`src/hw/rtl/csr_ram.sv`:
```
`default_nettype none
// ---------------------------------------------------------------------------
// csr_ram: generic single-port-write, single-port-read RAM
// One write and one registered read per cycle.
// ---------------------------------------------------------------------------
module csr_ram #(
  parameter int WIDTH = 8,
  parameter int DEPTH = 16
) (
  input  wire logic                     clk,
  input  wire logic                     we,
  input  wire logic [$clog2(DEPTH)-1:0] waddr,
  input  wire logic [WIDTH-1:0]         wdata,
  input  wire logic [$clog2(DEPTH)-1:0] raddr,
  output logic      [WIDTH-1:0]         rdata
);
  logic [WIDTH-1:0] mem [DEPTH];

  always_ff @(posedge clk) begin
    if (we) mem[waddr] <= wdata;
    rdata <= mem[raddr];
  end
endmodule
`default_nettype wire

```
`config.mk`:
```
export PLATFORM = sky130hd
export DESIGN_NAME = csr_ram
export DESIGN_NICKNAME = d
export VERILOG_FILES = /design/src/hw/rtl/csr_ram.sv
export SDC_FILE = /design/constraint.sdc
export NUM_CORES = 1
export LEC_CHECK = 0
export BUFFER_PORTS_ARGS = -buffer_cell sky130_fd_sc_hd__buf_2
export CORE_MARGIN = 4
export CORE_UTILIZATION = 40
export CTS_CLUSTER_SIZE = 28
export DETAILED_ROUTE_END_ITERATION = 7
export PLACE_DENSITY_LB_ADDON = 0.15
export REMOVE_ABC_BUFFERS = 1
export SLEW_MARGIN = 20
export SYNTH_ARGS = -nofsm -noshare
export SYNTH_HDL_FRONTEND = slang
export SYNTH_SLANG_ARGS = --single-unit
```
`constraint.sdc`:
```
create_clock -name clk -period 3.5 [get_ports clk]
set_input_delay 0.175 -clock clk [delete_from_list [all_inputs] [get_ports clk]]
set_output_delay 0.175 -clock clk [all_outputs]
set_load 0.05 [all_outputs]
```
After elaboration in Yosys (flattened, before gate mapping)

Memories as Yosys holds them, arrays and structs flattened. A register that Yosys moved wholly into a read port is not among the register bits.
Cells that the tools add are included.

Word-level logic and storage cells: 3
Memory bits (writable): 128
Memories: 1
Output and inout port bits: 8
Input bits: 18
Bits in registers: 0

Multiplexer cells: 2

Memory list:

| name | words | bits a word | rd ports | clocked after memory_dff | write ports | RTL line | RTL |
|---|---|---|---|---|---|---|---|
| mem  | 16    | 8           | 1        | 1                        | 1           | 17       | `logic [WIDTH-1:0] mem [DEPTH];` |

Operators with widths:

| operator | count |
|---|---|
| $mux W1  | 2 |

Depth between registers and ports, before layout

Word-level depth: 2
Depth in mapped cells: 5
Mapped depth without buffers: 3

Worst setup path after synthesis

Ideal clock, no wire load.

Path type: input to register
Start: in waddr[2]
End: mem mem[0][0], enable pin
Path buffers: 0
Cell stages on the path: 2
Library setup time: 0.383 ns
Data required time: 3.117 ns
Slack: 1.832 ns
Arrival: 1.285 ns
Path through: or3b_2 nor3_1

RTL lines:

| what        | RTL line | RTL |
|---|---|---|
| from (decl) | 12       | `input wire logic [$clog2(DEPTH)-1:0] waddr,` |
| to (decl)   | 17       |  |

No word-level cell before the write port.

==> results.toml <==
[run_status]
status = "completed"

[floorplanning]
num_rows = 41
pin_count = 26
die_h_microns = 121
fp.dieArea_sq_um = 14700
die_w_microns = 121
start_util_pct = 40.8
core_sq_um = 12600

[cts]
cts_tree = "yes"
cts_setup_buffers = 0
h-tree-depth = 4
clk_latency_ns = 0.41
clk_pin_slew_ns = 0.06
cts_buffer_depth = 2
cts_sinks = 136
cts_buffers = 17
hold_buffers = 0
clock-root-buffer = "clkbuf_16"
cts_resized = 0

[setup_path]
slowest_stage = "mux4_1"
crit_fanout = 19
crit_chain = "buf_2, buf_4, mux4_1, a22oi_1, nand2_1"
startpoint = "raddr[0]"
crit_family = "buffers and inverters"
startpoint_type = "input pin"
r2r_start = "mem[1][1]"
required_ns = 3.79
cp_slowest_stage_delay_ns = 0.57
worst-path-buf-inv = 2
reg2reg_depth = 3
cp.depth = 5
ff2ff_setup_slack_ns = 2.13
end_kind = "register"
rr_endpoint = "rdata[1]"
cp-endpoint = "rdata[1]"
critPathKind = "input pin to register"
arrival_ns = 1.98

[layout]
most-common-layout-cells = "edfxtp_1 (128), buf_2 (25), mux4_2 (18)"
antenna_cells = 0
drive_gt1_share_pct = 28.7
fin_util_pct = 48.3
final_common_cell = "edfxtp_1"
nNetsFinal = 287
area_growth_syn_to_layout_pct = 18.3

[placed_design]
hpwl_mm = 6.33
place_ws_ns = 1.37
portBuffers = 25
gp_congestion = 0.739

[sta]
rsz0062_at_grt = "no"
hold_violations = 0
tns_ns = 0
drv_slew = 0
max_clock_freq_ghz = 0.593
fin_ws_ns = 1.81
fin_crit_sh_pct = 48.2
tightest_slew_ns = 1.05
setup_viol = 0
maxSlewHeadroom_pct = 29.4
min_period_ns = 1.69
clock_skew_ns = 0.00426

[drt]
viasPerCell = 5.15
drtPass1Iterations = 4
drcViolationCount = 0
drt-total-wl_mm = 10.1
drt.antenna.violating_nets = 0
first_iter_violations = 172
wl_per_cell_microns = 22.2
routed-via-count = 2340

[synth]
syn_area_per_cell_sq_um = 22.5
yosysUniqueCellTypes = 19
syn_inst = 229
yosys_warnings = 0
synth_seq_cells = 136
seq_area_frac_synth_pct = 77.8
syn_area_sq_um = 5150

[global_routing]
grt_first_pass_wirelength_mm = 15.4
antenna_found_initial = 0
grt_pass1_vias = 2464
grt-ovfl-total = 0
grt_max_degree = 33
grt.total_usage_pct = 15.0

[worst_hold_path]
whs_path_depth = 1
min_path_type = "input pin to register"

[job]
max_cap_viol_count = 0

[power_and_ir_drop]
total_power_mw = 3.95
power.leakage_nw = 2.03
power_density_nw_per_um2 = 649
irDropWorstVdd_v = 0.000331
## synth_stat cells
cell             count  area (sq um)
edfxtp_1           128          3840
mux4_2              18           405
a22oi_1             16           120
mux4_1              14           368
nor2_1              13          48.8
nand2_1              9          33.8
dfxtp_1              8           160
nor3_1               4          20.0
buf_2                3          15.0
buf_6                3          33.8
clkdlybuf4s25_2      3          30.0
nand2b_1             2          12.5
nand3b_1             2          15.0
and2_1               1          6.26
and2b_1              1          7.51
buf_4                1          7.51
nand3_1              1          5.00
nor2b_1              1          6.26
or3b_2               1          8.76
## per-layer routing
| layer | track usage (%) | vias to the layer above | wire length (microns) |
|---|---|---|---|
| met5 | 0 | - | 0 |
| li1 | - | 1053 | - |
| met2 | 22.8 | 45 | 4900 |
| met3 | 3.82 | 8 | 316 |
| met4 | 6.09 | 0 | 116 |
| met1 | 20.8 | 1234 | 4760 |
## worst register-to-register path: stages, from the launching register on
cell and delay, ns:
edfxtp_1 0.35, mux4_1 0.51, a22oi_1 0.30, nand2_1 0.10
## worst min-delay path by stage
stage,endpoint,startpoint
2_1_floorplan,mem[0][0],wdata[0]
3_3_place_gp,mem[5][0],wdata[0]
3_5_place_dp,mem[4][3],wdata[3]
4_1_cts,mem[9][3],wdata[3]
5_1_grt,mem[0][0],wdata[0]
6_report,mem[13][5],wdata[5]
## cell type report
| class | count | area, sq um |
|---|---|---|
| multi-input combinational | 83 | 1060 |
| clock buffer | 19 | 443 |
| sequential | 136 | 4000 |
| fill | 1071 | 6530 |
| timing repair buffer | 31 | 170 |
| clock inverter | 13 | 201 |
| tap | 172 | 215 |
## metrics by stage
stage | std cells | hold WS, ns | area, sq um
6_report | 454 | 0.150 | 6090
5_1_grt | 454 | 0.148 | 6090
4_1_cts | 454 | 0.135 | 6090
3_5_place_dp | 422 | 0.577 | 5450
3_3_place_gp | 422 | 0.564 | 5450
2_1_floorplan | 219 | 0.274 | 5060
## sequential cells by signal, indices dropped and copies added, names as in the netlist
signal / count
mem: 128
rdata: 8
## report_power, final
group          total, mW  internal, mW  switching [mW]
registers           1.83          1.82         0.00997
logic              0.198        0.0672           0.131
clock network       1.92          1.28           0.647
## cells by family after synthesis
logic type / count (synthesis) / synth area share, %
buf+inv: 10 / 1.68
mux: 32 / 15.0
compound gates: 16 / 2.33
simple gates: 35 / 3.18
flops: 136 / 77.8
Note: power is estimated with default switching activity, not from simulation.
